**config.mk**
```make
export PLATFORM = sky130hd
export DESIGN_NAME = optgen_occupancy_replacement_unit
export DESIGN_NICKNAME = d
export VERILOG_FILES = /design/src/hw/rtl/ocr_pkg.sv /design/src/hw/rtl/ocr_ram.sv /design/src/hw/rtl/optgen_occupancy_replacement_unit.sv
export VERILOG_INCLUDE_DIRS = /design/src /design/src/hw/rtl
export SDC_FILE = /design/constraint.sdc
export NUM_CORES = 1
export LEC_CHECK = 0
export BUFFER_PORTS_ARGS = -buffer_cell sky130_fd_sc_hd__clkbuf_2
export CAP_MARGIN = 20
export CORE_MARGIN = 8
export CORE_UTILIZATION = 40
export CTS_BUF_LIST = sky130_fd_sc_hd__clkbuf_4
export DETAILED_ROUTE_END_ITERATION = 8
export HOLD_SLACK_MARGIN = 0.03
export PLACE_DENSITY_LB_ADDON = 0.12
export REMOVE_ABC_BUFFERS = 1
export SETUP_SLACK_MARGIN = 0.4
export SLEW_MARGIN = 20
export SYNTH_ARGS = -nofsm -noshare
export SYNTH_HDL_FRONTEND = slang
export SYNTH_HIERARCHICAL = 1
export SYNTH_SLANG_ARGS = --single-unit
```
**constraint.sdc**
```tcl
create_clock -name clk -period 11.6 [get_ports clk]
set_clock_uncertainty 0.15 [all_clocks]
set_input_delay 2.32 -clock clk [delete_from_list [all_inputs] [get_ports clk]]
set_output_delay 2.32 -clock clk [all_outputs]
set_load 0.05 [all_outputs]
```
**src/hw/rtl/assert_macros.svh**
```systemverilog
// Assertion macros shared by the RTL of the occupancy replacement unit.
// Depends on nothing; included by files that carry assertions.
`ifndef ASSERT_MACROS_SVH
`define ASSERT_MACROS_SVH
// Implication checked on every clock edge outside reset.
`define ASSERT_IMPL(label, clk, rst, ante, cons, msg) \
  label: assert property (@(posedge clk) disable iff (rst) (ante) |-> (cons)) \
    else $error(msg);
// Next-cycle implication checked outside reset.
`define ASSERT_NEXT(label, clk, rst, ante, cons, msg) \
  label: assert property (@(posedge clk) disable iff (rst) (ante) |=> (cons)) \
    else $error(msg);
`endif

```
**src/hw/rtl/ocr_pkg.sv**
```systemverilog
// Package for the occupancy replacement unit: state type and constants.
// No dependencies.
package ocr_pkg;
  localparam logic [7:0] OCC_MAX     = 8'd255;
  localparam logic [3:0] PRIO_TOP    = 4'd15;
  localparam logic [3:0] PRIO_RESET  = 4'd7;
  localparam logic [7:0] LIMIT_RESET = 8'd13;
  localparam int unsigned MASK_BITS  = 8;
  localparam logic       CMD_ACCESS  = 1'b0;
  localparam logic       CMD_VICTIM  = 1'b1;
  localparam logic [1:0] OUT_NONE    = 2'd0;
  localparam logic [1:0] OUT_FRIEND  = 2'd1;
  localparam logic [1:0] OUT_AVERSE  = 2'd2;

  typedef enum logic [3:0] {
    ST_CLEAR, ST_IDLE, ST_ZERO, ST_CHK_RD, ST_CHK, ST_INC_RD, ST_INC,
    ST_VICT, ST_DONE
  } state_t;
endpackage

```
**src/hw/rtl/ocr_ram.sv**
```systemverilog
// Generic single-port-write, single-read RAM with registered read data.
// No dependencies.
module ocr_ram #(
  parameter int WIDTH = 8,
  parameter int DEPTH = 64
) (
  input  logic                     clk,
  input  logic                     we,
  input  logic [$clog2(DEPTH)-1:0] waddr,
  input  logic [WIDTH-1:0]         wdata,
  input  logic [$clog2(DEPTH)-1:0] raddr,
  output logic [WIDTH-1:0]         rdata
);
  logic [WIDTH-1:0] mem [DEPTH];
  always_ff @(posedge clk) begin
    if (we) mem[waddr] <= wdata;
    rdata <= mem[raddr];
  end
endmodule

```
**src/hw/rtl/optgen_occupancy_replacement_unit.sv**
```systemverilog
// Occupancy replacement unit: OPTgen occupancy history in a RAM plus per-way priorities.
// Depends on ocr_pkg, ocr_ram and assert_macros.svh.
// Operation: a victim request takes an invalid way or scans up to 16 priority levels;
// an access zeroes the current slot, then makes a check pass over the interval and,
// if no slot is at the limit, an increment pass. One item at a time; the RAM port
// sets the rate. Reset: synchronous; a clearing pass zeroes every RAM entry first.
`include "assert_macros.svh"
module optgen_occupancy_replacement_unit import ocr_pkg::*; #(
  parameter int WAYS          = 8,
  parameter int HISTORY_DEPTH = 64
) (
  input  logic       clk,
  input  logic       rst,
  input  logic       in_valid,
  output logic       in_stall,
  input  logic       command,
  input  logic [2:0] way,
  input  logic [7:0] valid_mask,
  input  logic [7:0] evictable_mask,
  output logic       out_valid,
  input  logic       out_stall,
  output logic [2:0] victim_way,
  output logic       victim_found,
  output logic [1:0] access_outcome,
  input  logic       cfg_we,
  input  logic [7:0] cfg_data
);
  localparam int HW = $clog2(HISTORY_DEPTH);
  localparam int WW = $clog2(WAYS);

  state_t state, state_next;
  logic [7:0]    limit;
  logic [HW-1:0] ptr, idx, clr;
  logic [HW-1:0] last_slot [WAYS];
  logic [WAYS-1:0] slot_valid;
  logic [3:0]    prio [WAYS];
  logic          cmd_r;
  logic [3:0]    wq;
  logic [7:0]    vm, em;
  logic [3:0]    target;

  logic          we;
  logic [HW-1:0] waddr, raddr;
  logic [7:0]    wdata, rdata;

  ocr_ram #(.WIDTH(8), .DEPTH(HISTORY_DEPTH)) u_occ (
    .clk, .we, .waddr, .wdata, .raddr, .rdata
  );

  logic [WW-1:0] wsel;
  assign wsel = wq[WW-1:0];
  logic way_ok;
  assign way_ok = ({28'd0, wq} < 32'(WAYS));
  logic [HW-1:0] idx_inc;
  assign idx_inc = (32'(idx) + 1 >= HISTORY_DEPTH) ? '0 : idx + 1'b1;

  // Victim scan helpers: lowest invalid way, and lowest evictable way at the current level.
  logic          inv_hit, lvl_hit;
  logic [WW-1:0] inv_way, lvl_way;
  always_comb begin
    inv_hit = 1'b0; inv_way = '0; lvl_hit = 1'b0; lvl_way = '0;
    for (int i = WAYS - 1; i >= 0; i--) begin
      if (i < MASK_BITS && !vm[i % MASK_BITS]) begin
        inv_hit = 1'b1; inv_way = WW'(i);
      end
      if (i < MASK_BITS && em[i % MASK_BITS] && prio[i] == target) begin
        lvl_hit = 1'b1; lvl_way = WW'(i);
      end
    end
  end

  assign in_stall = (state != ST_IDLE);
  assign out_valid = (state == ST_DONE);

  always_comb begin
    state_next = state;
    unique case (state)
      ST_CLEAR:  if (32'(clr) == HISTORY_DEPTH - 1) state_next = ST_IDLE;
      ST_IDLE:   if (in_valid) state_next = (command == CMD_ACCESS) ? ST_ZERO : ST_VICT;
      ST_ZERO:   state_next = (!way_ok) ? ST_DONE
                            : (slot_valid[wsel] && last_slot[wsel] != ptr) ? ST_CHK_RD
                            : ST_DONE;
      ST_CHK_RD: state_next = ST_CHK;
      ST_CHK:    if (rdata >= limit) state_next = ST_DONE;
                 else if (idx_inc == ptr) state_next = ST_INC_RD;
                 else state_next = ST_CHK_RD;
      ST_INC_RD: state_next = ST_INC;
      ST_INC:    state_next = (idx_inc == ptr) ? ST_DONE : ST_INC_RD;
      ST_VICT:   if (inv_hit || lvl_hit || target == 4'd0) state_next = ST_DONE;
      ST_DONE:   if (!out_stall) state_next = ST_IDLE;
      default:   state_next = ST_IDLE;
    endcase
  end

  // An access to a way outside the set leaves the history untouched.
  always_comb begin
    we = 1'b0; waddr = idx; wdata = '0; raddr = idx;
    unique case (state)
      ST_CLEAR: begin we = 1'b1; waddr = clr; end
      ST_ZERO:  begin we = way_ok; waddr = ptr; end
      ST_INC:   begin we = 1'b1; wdata = (rdata < OCC_MAX) ? rdata + 8'd1 : rdata; end
      default: ;
    endcase
  end

  always_ff @(posedge clk) begin
    if (rst) begin
      state <= ST_CLEAR;
      clr <= '0; ptr <= '0; limit <= LIMIT_RESET; slot_valid <= '0;
      for (int i = 0; i < WAYS; i++) prio[i] <= PRIO_RESET;
    end else begin
      state <= state_next;
      if (cfg_we) limit <= cfg_data;
      unique case (state)
        ST_CLEAR: clr <= clr + 1'b1;
        ST_IDLE: if (in_valid) begin
          cmd_r <= command; wq <= {1'b0, way}; vm <= valid_mask; em <= evictable_mask;
          target <= PRIO_TOP;
          victim_way <= '0; victim_found <= 1'b0; access_outcome <= OUT_NONE;
        end
        ST_ZERO: if (way_ok) begin
          for (int i = 0; i < WAYS; i++)
            if (i == int'(wsel)) slot_valid[i] <= 1'b1;
            else if (slot_valid[i] && last_slot[i] == ptr) slot_valid[i] <= 1'b0;
          idx <= last_slot[wsel];
          if (!(slot_valid[wsel] && last_slot[wsel] != ptr)) begin
            last_slot[wsel] <= ptr; prio[wsel] <= '0;
            ptr <= (32'(ptr) + 1 >= HISTORY_DEPTH) ? '0 : ptr + 1'b1;
          end
        end
        ST_CHK: if (rdata >= limit) begin
          access_outcome <= OUT_AVERSE; last_slot[wsel] <= ptr; prio[wsel] <= PRIO_TOP;
          ptr <= (32'(ptr) + 1 >= HISTORY_DEPTH) ? '0 : ptr + 1'b1;
        end else if (idx_inc == ptr) idx <= last_slot[wsel];
        else idx <= idx_inc;
        ST_INC: if (idx_inc == ptr) begin
          access_outcome <= OUT_FRIEND; last_slot[wsel] <= ptr; prio[wsel] <= '0;
          ptr <= (32'(ptr) + 1 >= HISTORY_DEPTH) ? '0 : ptr + 1'b1;
        end else idx <= idx_inc;
        ST_VICT: begin
          if (inv_hit) begin
            victim_way <= 3'(inv_way); victim_found <= 1'b1;
          end else if (lvl_hit) begin
            victim_way <= 3'(lvl_way); victim_found <= 1'b1;
            for (int i = 0; i < WAYS; i++)
              if (WW'(i) == lvl_way) prio[i] <= '0;
              else if (prio[i] < target) prio[i] <= prio[i] + 4'd1;
          end else target <= target - 4'd1;
        end
        default: ;
      endcase
    end
  end

  `ASSERT_IMPL(a_no_accept_busy, clk, rst, state != ST_IDLE, in_stall, "accept while busy")
  `ASSERT_IMPL(a_out_only_done, clk, rst, out_valid, state == ST_DONE, "result outside done")
  `ASSERT_IMPL(a_acc_found, clk, rst, out_valid && cmd_r == CMD_ACCESS, !victim_found, "bad access")
endmodule

```
* Word-level counts from Yosys, hierarchy flattened
Memories as Yosys holds them, arrays and structs flattened. A register that Yosys moved wholly into a read port is not among the register bits.
Index checks and enable logic that the tools add are counted.
** Storage, ports and cells
- Flip-flop bits (word level) :: 67
- Memories :: 3
- Input bits :: 33
- Memory bits (read-only) :: 0
- Output and inout port bits :: 8
- Bits in writable memories :: 592
- Logic and storage cells :: 417
- Bits in latches :: 0
** Cells by class
- $lt $le $gt $ge :: 14
- Bitwise gates (word level) :: 21
- Divide/modulo/power cells :: 0
- Shift-type cells :: 0
- Add/subtract/negate cells :: 15
- $mul :: 0
- Eq/ne operators :: 55
- Reductions and logical operators :: 51
- Muxes and demuxes :: 238
** Memories
- u_occ.mem :: depth 64, bits a word 8, read ports 1, clocked after memory_dff 1, wr ports 1, line ocr_ram.sv:14 : logic [WIDTH-1:0] mem [DEPTH];
- last_slot :: depth 8, bits a word 6, read ports 9, clocked after memory_dff 1, wr ports 1, line optgen_occupancy_replacement_unit.sv:34 : logic [HW-1:0] last_slot [WAYS];
- prio :: depth 8, bits a word 4, read ports 8, clocked after memory_dff 0, wr ports 8, line optgen_occupancy_replacement_unit.sv:36 : logic [3:0] prio [WAYS];
** Operators with widths (count)
- 2-to-1 mux 1 bit :: 158
- 2-to-1 mux 4 bit :: 30
- 2-to-1 mux 6 bit :: 12
- 2-to-1 mux 3 bit :: 23
- equality test 6 bit :: 9
- one-hot mux 4 bit (9 select lines) :: 1
- one-hot mux 6 bit (3 select lines) :: 2
- adder 4 x 1 -> 4 bit, second input constant :: 8
- equality test 4 bit :: 8
- less-than comparator 4 bit :: 8
- AND reduction 3 bit :: 9
- equality test 3 bit, first input constant :: 8
- != test 2 bit, second input constant :: 12
- OR 1 bit :: 20
- AND reduction 5 bit :: 4
- adder 6 x 1 -> 6 bit, second input constant :: 3
- nonzero test 2 bit :: 9
- logical AND 1 bit :: 17
- equality test 4 x 3 -> 1 bit, second input constant :: 4
- 2-to-1 mux 8 bit :: 2
- adder 6 x 1 -> 7 bit, second input constant :: 2
- greater-or-equal comparator 7 bit, second input constant :: 2
- equality test 2 x 3 -> 1 bit, first input constant :: 4
- one-hot mux 6 bit (2 select lines) :: 1
- 27 further kinds :: 38

* Depth between registers and ports, before layout
Gate-level depths: netlist of the first run.
An unclocked memory read counts as a cell.
- Word-level depth :: 21
- Mapped depth :: 12
- Mapped depth without buffers :: 10

* Hierarchy
Netlist of the first run, hierarchy kept.
** By module, submodules not included
- ocr_ram :: sequential area each 15534.9 um^2, area an instance 20190.6 um^2, times used 1, cells each 972
- optgen_occupancy_replacement_unit :: sequential area each 4154.0 um^2, area an instance 8913.5 um^2, times used 1, cells each 862

* Worst setup path after synthesis of the first run
Ideal clock, no wire load.
- Path type :: register -> register
- Start point :: register u_occ.rdata[0], read port of u_occ.mem
- End point :: memory u_occ.mem[0][6], data pin
- Arrival :: 3.658 ns
- Period minus slack after synthesis :: 4.529 ns
- Setup slack :: 7.071 ns
- Path buffers :: 0
- Data required time :: 10.729 ns
- Library setup time :: 0.721 ns
- Cell stages (with the launch flop) :: 6
- Path through :: dfxtp_1 > ha_1 > and3_1 > and3_1 > nor2_1 > a211oi_1
** Between the ends
- Word-level cells in the longest chain between the ends :: 3
- Elaborated cells on any way between the ends :: 4
- Those cells by class :: 1 x add/sub; 1 x order compare; 2 x mux
** Ends and longest elaborated chain
- from (decl) :: line ocr_ram.sv:12 : output logic [WIDTH-1:0] rdata
- adder 8 x 1 -> 8 bit / less-than comparator 8 bit (equally long branches) :: line optgen_occupancy_replacement_unit.sv:101 : ST_INC: begin we = 1'b1; wdata = (rdata < OCC_MAX) ? rdata + 8'd1 : rdata; end
- 2-to-1 mux 8 bit * :: line optgen_occupancy_replacement_unit.sv:101
- 2-to-1 mux 8 bit * :: line optgen_occupancy_replacement_unit.sv:98 : unique case (state)
- named net wdata[6] :: line optgen_occupancy_replacement_unit.sv:44 : logic [7:0] wdata, rdata;
- to (decl) :: line ocr_ram.sv:14
The timed path passes the listed nets; every way through them passes the cells marked *.

* Final worst setup path of the first run
- Start point :: register state[3]
- End point :: output port in_stall
** Between the ends
- Word-level cells in the longest chain between the ends :: 1
** Ends and longest elaborated chain
- from (decl) :: line optgen_occupancy_replacement_unit.sv:31 : state_t state, state_next;
- from (signal assigned) :: line optgen_occupancy_replacement_unit.sv:112 : state <= state_next;
- != test 4 x 1 -> 1 bit :: line optgen_occupancy_replacement_unit.sv:72 : assign in_stall = (state != ST_IDLE);
- to (decl) :: line optgen_occupancy_replacement_unit.sv:15 : output logic in_stall,
No other way between the ends.

==> run_results.csv, run 1 <==
group,metric,value,unit
outcome,status,"completed",
timing,slew_violations,0,
setup_path,crit_required,9.13,ns
global_routing,grt_pass1_wl,112000,um
timing,rsz0062_at_grt,"false",
logic_synthesis,synthFlopType,"edfxtp_1",
finish,seqCellArea,19700,um2
min_path,hold_class,"reg2reg",
finish,multi_input_area,8870,um2
setup_path,startpoint_type,"flip-flop",
timing,setup-tns-final,0,ns
die,rows,99,
power,powerDensity,144,nW/um2
logic_synthesis,synth_top_area_share,64.7,%
finish,fin_nets,2072,
logic_synthesis,yosys.cell_count.top_type,"edfxtp_1",
setup_path,end_kind,"primary output",
logic_synthesis,syn_inst,1834,
die,die_h,286,um
global_routing,antenna_found_initial,2,
global_routing,grt_pass1_vias,17600,
logic_synthesis,seq_area_frac_synth,67.6,%
clock_tree,clock-sinks,670,
clock_tree,cts_hold_buffers,0,
logic_synthesis,avgSynthCellArea,15.9,um2
power,peakVddDrop,0.0836,mV
logic_synthesis,synth_cell_types,73,
flow_run,maxCapViolCount,0,
logic_synthesis,netlist_area,29100,um2
clock_tree,clk_latency,0.98,ns
route,ant_nets,0,
setup_path,path_max_fanout,10,
clock_tree,cts-root-buf,"clkbuf_4",
die,die_area,81600,um2
finish,fillers,6542,
place,hpwl,47900,um
timing,hold_viol,0,
logic_synthesis,synth-edff-count,627,
clock_tree,cts.repair.resized,0,
logic_synthesis,yosys-top-cells-count,"627 x edfxtp_1, 148 x nor2_1, 126 x mux4_2, 83 x nand2_1",
route,drt_drc_violations_left,0,
route,vias,17300,
setup_path,rr_worst_depth,10,
setup_path,r2r_start,"idx[0]$_DFFE_PP_",
setup_path,endpoint,"in_stall",
timing,period_share,43.1,%
clock_tree,cts_setup_buffers,0,
power,total_power,4.70,mW
setup_path,crit_path_cell_trace,"nand2b_1 > nor3_1 > inv_1 > clkbuf_2",
setup_path,critPathLaunch,"state[3]$_SDFFE_PP0P_",
logic_synthesis,synth_top_cells_by_area,"edfxtp_1 65%, mux4_2 9.8%, dfxtp_1 3.0%",
clock_tree,tritoncts,"yes",
setup_path,cp.arrival,2.53,ns
setup_path,crit_family,"simple AND/OR/NAND/NOR gates",
global_routing,grt_use_total,18.3,%
setup_path,r2r_end,"prio[4][0]$_DFFE_PP_",
setup_path,rrSetupSlack,7.07,ns
timing,fin_hold_ws,0.329,ns
timing,relSlewSlack,29.7,%
die,start_util,40.2,%
clock_tree,clk_pin_slew,0.06,ns
power,leakagePower,10.8,nW
setup_path,cpPeakStageDelay,0.58,ns
clock_tree,htree_num_levels,4,
die,ios,41,
timing,min_period,5.00,ns
timing,max_slew.worst_pin.slew,1.05,ns
setup_path,worst-path-stages,4,
global_routing,grt_overflow_total,0,
route,routed_wl,75500,um
route,wl_per_cell,24.5,um
global_routing,grt_max_degree,104,
finish,final_layout_size_suffix_gt1_share,24.2,%
setup_path,critical_path_class,"reg2out",
clock_tree,clock_path_buffers,3,
route,vias_per_cell,5.61,
logic_synthesis,async_reset_ff_share,0,%
place,pre_cts_slack,6.96,ns
logic_synthesis,ys_ff_latch,670,
route,first_pass_iters,5,
setup_path,slowest_stage,"nor3_1",
finish,area_delta_synth_final,11.8,%
place,globalplace.congestion,0.816,
route,first_iter_violations,1591,
die,dieWidth,286,um
timing,clock.fmax,200,MHz
clock_tree,cts_buffers,178,
timing,setup_viol,0,
setup_path,crit_buf_inv,2,
place,io_buffers,40,
die,core-area,72500,um2
logic_synthesis,ys_warn_count,6,
finish,utilization,44.9,%
timing,finalWorstSetupSlack,6.60,ns
logic_synthesis,synth_top_area_cell,"edfxtp_1",
## worst min-delay path by stage
stage	from	to	depth (start not counted)
after CTS	slot_valid[1]$_SDFFE_PP0P_	slot_valid[1]$_SDFFE_PP0P_	2
after floorplan	slot_valid[2]$_SDFFE_PP0P_	slot_valid[2]$_SDFFE_PP0P_	2
final	slot_valid[1]$_SDFFE_PP0P_	slot_valid[1]$_SDFFE_PP0P_	2
after global routing	limit[0]$_SDFFE_PP1P_	limit[0]$_SDFFE_PP1P_	2
after detailed placement	slot_valid[6]$_SDFFE_PP0P_	slot_valid[6]$_SDFFE_PP0P_	2
after global placement	slot_valid[1]$_SDFFE_PP0P_	slot_valid[1]$_SDFFE_PP0P_	2
## worst min-delay path, stage by stage, from the launching register on
cell     delay (ns)
dfxtp_1        0.31
o41ai_1        0.06
a21oi_1        0.06
## placed cells by master (no fill, tap or decap), drive strengths merged, types with 21 or more instances in the layout
cell	count
clkinv	50
a22oi	29
xor2	34
inv	39
ha	53
edfxtp	627
nor2b	21
dfxtp	43
a21oi	46
mux4	126
o22ai	24
nand2	83
buf	30
clkbuf	294
nand4	21
o21ai	66
nand2b	21
nor2	148
nand3	65
mux2i	54
xnor2	51
## through the flow
| stage | instance area [um2] | instances |
|---|---|---|
| 5_1_grt | 32500 | 3082 |
| 4_1_cts | 32500 | 3079 |
| 3_5_place_dp | 30300 | 2765 |
| 6_report | 32500 | 3083 |
| 2_1_floorplan | 28600 | 1736 |
| 3_3_place_gp | 30300 | 2765 |
## sequential cells by signal (all words and copies together) (netlist names), 6 cells and up, named ones only
name / count
u_occ/mem: 512
ptr: 6
limit: 8
prio: 32
clr: 6
idx: 6
vm: 8
last_slot: 48
u_occ/rdata: 8
slot_valid: 8
em: 8
## cell families (layout without fill, tap and decap cells)
| family | after synthesis | count (layout) | share of synthesized area (%) |
|---|---|---|---|
| compound gates | 264 | 264 | 6.07 |
| xor+xnor | 85 | 85 | 2.56 |
| fa+ha+maj | 53 | 53 | 2.28 |
| buf+inv | 131 | 417 | 2.19 |
| flops | 670 | 670 | 67.6 |
| mux | 186 | 186 | 11.8 |
| other cells | 0 | 4 | 0 |
| simple gates | 445 | 445 | 7.42 |
## final cells by class
class,count,area share (%)
Antenna cell,4,0.0308
Clock inverter,60,0.957
Sequential cell,670,60.5
Multi-Input combinational cell,1033,27.2
Timing Repair Buffer,70,1.35
Tap cell,959,3.69
Clock buffer,254,5.86
Inverter,33,0.381
## where the power goes
part	total (mW)	switching, mW	internal, mW	leakage, nW
Sequential	2.63	0.00602	2.62	5.91
Combinational	0.0655	0.0431	0.0224	3.56
Clock	2.00	0.966	1.04	1.32
## routing by layer
metal	wire, um	track usage, %	vias to the layer above
met5	0	0	-
met4	1810	6.99	0
met3	6700	5.48	138
met2	34100	27.7	718
met1	32900	25.0	8737
li1	-	-	7689
Power figures use the tool's default switching activity.
==> inputs of run 2 (changes only) <==
- clock period: 11.6 -> 4.35 ns (I/O delays scaled with it)
==> run 2 against run 1 <==
Against the previous run: clock power increased to 2.8 times the previous value; non-clock buffer count increased by 102; count of clock-buffer cells in the layout decreased by 4; hold slack got worse by 0.16 ns; sequential power increased to 2.7 times the previous value; sequential cell count unchanged; final area increased by 3.2%; first-iteration DRC count decreased by 5.7%.
==> run_results.csv, run 2 (synthesis results as in run 1) <==
group,metric,value,unit
clock_tree,cts_buffers,175,
die,core-area,72500,um2
outcome,status,"completed",
setup_path,r2r_end,"prio[0][0]$_DFFE_PP_",
route,wl_per_cell,23.7,um
clock_tree,cts_setup_buffers,0,
setup_path,crit_family,"compound AO/OA/AOI/OAI gates",
timing,period_share,87.7,%
power,pwr-share-clk,43.6,%
route,top_layer_used,"met4",
route,wl_met2,35000,um
finish,area_delta_synth_final,15.4,%
die,die_h,286,um
finish,final_cell_mix,"627 x edfxtp_1, 250 x clkbuf_4, 132 x nor2_1",
finish,regMostFlops,"u_occ/mem",
finish,final_layout_size_suffix_gt1_share,26.8,%
timing,setup_viol,0,
min_path,hold_depth,2,
setup_path,cp.arrival,4.36,ns
timing,setup-tns-final,0,ns
setup_path,end_kind,"flip-flop",
finish,final_area,33600,um2
route,vias,17500,
finish,fin_nets,2171,
global_routing,grt_pass1_vias,18000,
die,ios,41,
global_routing,grt_pass1_wl,113000,um
timing,min_period,3.82,ns
timing,hold_viol,0,
timing,fin_hold_ws,0.171,ns
power,p_sw,2.73,mW
power,seqPwrFrac,54.9,%
place,place_area,30900,um2
clock_tree,htree_num_levels,4,
finish,largest_register_ffs,512,
clock_tree,tritoncts,"yes",
die,start_util,40.2,%
setup_path,crit_required,4.89,ns
clock_tree,clk_pin_slew,0.07,ns
place,io_buffers,40,
route,drt_drc_violations_left,0,
setup_path,rr_worst_depth,9,
power,total_power,12.8,mW
clock_tree,cts-root-buf,"clkbuf_4",
timing,relSlewSlack,34.1,%
global_routing,grt_use_total,18.5,%
power,peakVddDrop,0.224,mV
setup_path,crit_buf_inv,1,
setup_path,crit_path_cell_trace,"buf_12 > mux2i_1 > a22oi_1 > and3_1 > or4b_1 > o41ai_4 > a221o_2 > nand2_2 > o21ai_1",
die,rows,99,
route,wl_met3,4950,um
route,ant_nets,0,
setup_path,worst-path-stages,9,
setup_path,startpoint_type,"flip-flop",
setup_path,rrSetupSlack,0.53,ns
global_routing,grt_max_degree,111,
route,first_pass_iters,5,
die,dieWidth,286,um
global_routing,antenna_found_initial,2,
place,globalplace.congestion,0.872,
finish,utilization,46.4,%
min_path,worstHoldStart,"cfg_we",
global_routing,grt_overflow_total,0,
setup_path,path_max_fanout,24,
min_path,hold_class,"in2reg",
clock_tree,clk_latency,1.03,ns
power,leakagePower,11.3,nW
route,vias_per_cell,5.49,
clock_tree,clock-sinks,670,
power,p_sw_share,21.4,%
timing,clock.fmax,262,MHz
timing,max_slew.worst_pin.slew,0.987,ns
timing,slew_violations,0,
clock_tree,clock_path_buffers,3,
flow_run,maxCapViolCount,0,
route,m1WireLength,34300,um
finish,fillers,6416,
route,routed_wl,75600,um
setup_path,cpPeakStageDelay,0.58,ns
finish,top_regs,"u_occ/mem (512), last_slot (48), prio (32)",
power,internal-power,10.0,mW
min_path,holdPathEnd,"limit[2]$_SDFFE_PP1P_",
finish,layout_commonest_cell,"edfxtp_1",
power,p_comb_share,1.5,%
setup_path,slowest_stage,"or4b_1",
place,hpwl,49600,um
setup_path,critical_path_class,"reg2reg",
die,die_area,81600,um2
power,powerDensity,380,nW/um2
timing,rsz0062_at_grt,"true",
route,first_iter_violations,1501,
[run 2: cell types whose count changed in the layout (fill, tap and decap cells not counted), sizes merged]
cell	delta
diode	+2
clkinvlp	-1
bufinv	+4
buf	+74
dlygate4sd3	+28
clkinv	+3
clkbuf	-4
inv	-2
[run 2: power groups by stage]
| stage | combinational (mW) | clock, mW | sequential [mW] |
|---|---|---|---|
| final | 0.196 | 5.56 | 7.01 |
| after global routing | 0.212 | 6.08 | 7.00 |
| after CTS | 0.193 | 5.76 | 7.01 |
| after detailed placement | 0.170 | 0 | 7.14 |
| after global placement | 0.166 | 0 | 7.14 |
| after floorplan | 0.0977 | 0 | 7.14 |
[run 2: cell type report]
type	count	area, um2	share of cell area, %
Sequential cell	670	19700	58.6
Multi-Input combinational cell	1033	8940	26.6
Clock buffer	250	1880	5.59
Timing Repair Buffer	172	1320	3.94
Tap cell	959	1200	3.57
Clock inverter	64	424	1.26
Inverter	33	124	0.369
Antenna cell	6	15.0	0.0447
[run 2: timing repair]
| item | 4_1_cts | 5_1_grt |
|---|---|---|
| resized for setup | 17 | 8 |
| hold buffers | 28 | 0 |
| endpoints found under the hold margin | 29 | 0 |
| setup endpoints to repair | 72 | 96 |
[run 2: worst max path at each step]
| stage | endpoint | slack [ns] | from |
|---|---|---|---|
| 6_report | prio[0][0]$_DFFE_PP_ | 0.53 | flip-flop |
| 4_1_cts | u_occ/mem[0][6]$_DFFE_PP_ | 0.40 | state[3]$_SDFFE_PP0P_ |
| 3_3_place_gp | prio[4][0]$_DFFE_PP_ | 0.23 | flip-flop |
| 5_1_grt | prio[1][1]$_DFFE_PP_ | 0.34 | flip-flop |
| 3_5_place_dp | prio[1][1]$_DFFE_PP_ | 0.12 | flip-flop |
| 2_1_floorplan | prio[1][0]$_DFFE_PP_ | -4.11 | idx[0]$_DFFE_PP_ |
[run 2: worst reg2reg max path: stages, from the launching register on]
cell and delay [ns]:
dfxtp_1 0.36, buf_12 0.20, mux2i_1 0.28, a22oi_1 0.15, and3_1 0.21, or4b_1 0.58, o41ai_4 0.49, a221o_2 0.36
nand2_2 0.29, o21ai_1 0.43
[run 2: through the flow]
| step | worst slack (ns) | cells |
|---|---|---|
| after CTS | 0.405 | 3181 |
| after global placement | 0.233 | 2839 |
| after floorplan | -4.11 | 1736 |
| after global routing | 0.344 | 3187 |
| final | 0.534 | 3187 |
| after detailed placement | 0.115 | 2839 |
[run 2: metal layers]
metal / global-route usage (%) / vias up
li1: - / 7885
met1: 26.0 / 8937
met2: 28.3 / 542
met3: 4.42 / 123
met4: 5.81 / 0
met5: 0 / -
==> inputs of run 3 (changes only) <==
- BUFFER_PORTS_ARGS: -buffer_cell sky130_fd_sc_hd__clkbuf_2 -> -buffer_cell sky130_fd_sc_hd__buf_2
- CTS_BUF_LIST: sky130_fd_sc_hd__clkbuf_4 -> sky130_fd_sc_hd__clkbuf_8 sky130_fd_sc_hd__clkbuf_16
==> run 3 against run 2 <==
Against the previous run: combinational power fell by 9.7%; die area did not move; critical path type unchanged; sequential cell count did not move; highest routed layer is now met5.
==> run_results.csv, run 3 (synthesis results as in run 1) <==
group,metric,value,unit
timing,min_period,3.83,ns
finish,n_antenna_cell,0,
place,globalplace.congestion,0.853,
setup_path,crit_required,4.49,ns
timing,rsz0062_at_grt,"true",
die,die_h,286,um
clock_tree,cts_hold_buffers,0,
power,p_comb_share,1.3,%
route,ant_nets,0,
flow_run,maxCapViolCount,0,
power,total_power,13.2,mW
die,dieWidth,286,um
timing,max_slew.worst_pin.slew,0.961,ns
setup_path,cp.arrival,3.97,ns
timing,setup-tns-final,0,ns
global_routing,use_met1,25.9,%
timing,clock.fmax,261,MHz
route,routed_wl,74700,um
place,pre_cts_slack,0.311,ns
route,drt_drc_violations_left,0,
timing,period_share,88.2,%
power,p_sw,2.70,mW
place,io_buffers,40,
route,wl_per_cell,25.2,um
clock_tree,tritoncts,"yes",
setup_path,end_kind,"flip-flop",
die,ios,41,
power,internal-power,10.5,mW
finish,fin_cells,2971,
global_routing,grt_use_total,18.1,%
place,dp.cells,2835,
finish,top_regs,"u_occ/mem (512), last_slot (48), prio (32)",
setup_path,path_max_fanout,24,
global_routing,met3_usage,3.96,%
route,vias,16600,
timing,fin_hold_ws,0.271,ns
timing,hold_viol,0,
timing,slew_violations,0,
global_routing,grt.busiest_layer,"met2",
route,vias_per_cell,5.59,
power,peakVddDrop,0.356,mV
outcome,status,"completed",
global_routing,globalRouteMet2Util,27.8,%
clock_tree,clk_latency,0.62,ns
global_routing,grt_overflow_total,0,
timing,relSlewSlack,35.5,%
finish,fillers,6346,
finish,layout_commonest_cell,"edfxtp_1",
clock_tree,htree_num_levels,3,
power,seqPwrFrac,52.9,%
route,first_iter_violations,1442,
global_routing,antenna_found_initial,1,
clock_tree,cts-root-buf,"clkbuf_16",
min_path,worstHoldStart,"valid_mask[4]",
clock_tree,clock_path_buffers,3,
finish,final_layout_size_suffix_gt1_share,20.9,%
timing,setup_viol,0,
timing,finalWorstSetupSlack,0.515,ns
finish,largest_register_ffs,512,
finish,final_area,33400,um2
power,pwr-share-clk,45.7,%
clock_tree,clk_pin_slew,0.06,ns
finish,final_cell_mix,"627 x edfxtp_1, 133 x nor2_1, 126 x mux4_2",
finish,area_delta_synth_final,14.8,%
place,place_area,30900,um2
place,hpwl,49000,um
finish,regMostFlops,"u_occ/mem",
setup_path,startpoint_type,"flip-flop",
clock_tree,clock-sinks,670,
die,core-area,72500,um2
global_routing,grt_max_degree,110,
setup_path,critical_path_class,"reg2reg",
die,start_util,40.2,%
power,p_sw_share,20.4,%
min_path,hold_class,"in2reg",
global_routing,grt_pass1_wl,111000,um
finish,fin_nets,2041,
route,first_pass_iters,5,
clock_tree,cts_setup_buffers,0,
power,leakagePower,11.1,nW
die,die_area,81600,um2
global_routing,grt_pass1_vias,16700,
die,rows,99,
finish,utilization,46.1,%
power,powerDensity,396,nW/um2
clock_tree,cts_buffers,76,
run 3: cell count changes in the layout (fill, tap and decap cells not counted), moves of 3 or more:
cell,previous run,this run
clkbuf_4,250,0
clkbuf_16,0,79
buf_2,0,40
clkbuf_2,40,0
clkinv_1,45,14
dlygate4sd3_1,28,0
inv_1,31,56
nor2_2,11,3
nor2_4,5,12
diode_2,6,0
buf_4,99,95
o21ai_1,4,1
o21ai_2,2,5
run 3: layer usage:
layer	vias up	part of all wire, %
met4	2	2.4
li1	7494	-
met3	116	5.9
met2	452	46
met1	8540	46
met5	-	0.016
run 3: critical path, stage by stage (launching register included):
cell	delay [ns]
dfxtp_1	0.36
buf_12	0.21
mux2i_1	0.27
a22oi_1	0.18
and3_1	0.20
or4b_1	0.59
o41ai_4	0.49
a221o_1	0.36
nand2_2	0.33
o21ai_2	0.36
run 3: layout make-up:
| class | instances | area (um2) | share of cell area [%] |
|---|---|---|---|
| clock buffer | 80 | 1990 | 5.96 |
| clock inverter | 55 | 384 | 1.15 |
| inverter | 33 | 124 | 0.371 |
| multi-input combinational | 1033 | 8990 | 26.9 |
| sequential | 670 | 19700 | 58.9 |
| tap | 959 | 1200 | 3.59 |
| timing repair buffer | 141 | 1030 | 3.09 |
run 3: repair_timing:
item	CTS	global route
endpoints found under the setup margin	72	89
pin swaps	0	0
resized for setup	8	27
run 3: final timing paths:
check	endpoint	slack [ns]	cells after the start
hold reg to reg	slot_valid[1]$_SDFFE_PP0P_	0.32	2
setup / recovery	prio[1][2]$_DFFE_PP_	0.52	9
setup reg to reg	prio[1][2]$_DFFE_PP_	0.52	9
hold / removal	vm[4]$_DFFE_PP_	0.27	1
run 3: power groups by stage:
stage	Sequential, mW	Combinational [mW]	Clock (mW)
after floorplan	7.14	0.0977	0
after global placement	7.14	0.166	0
after detailed placement	7.14	0.171	0
after CTS	7.01	0.173	6.21
after global routing	7.01	0.193	6.46
final	7.01	0.177	6.06
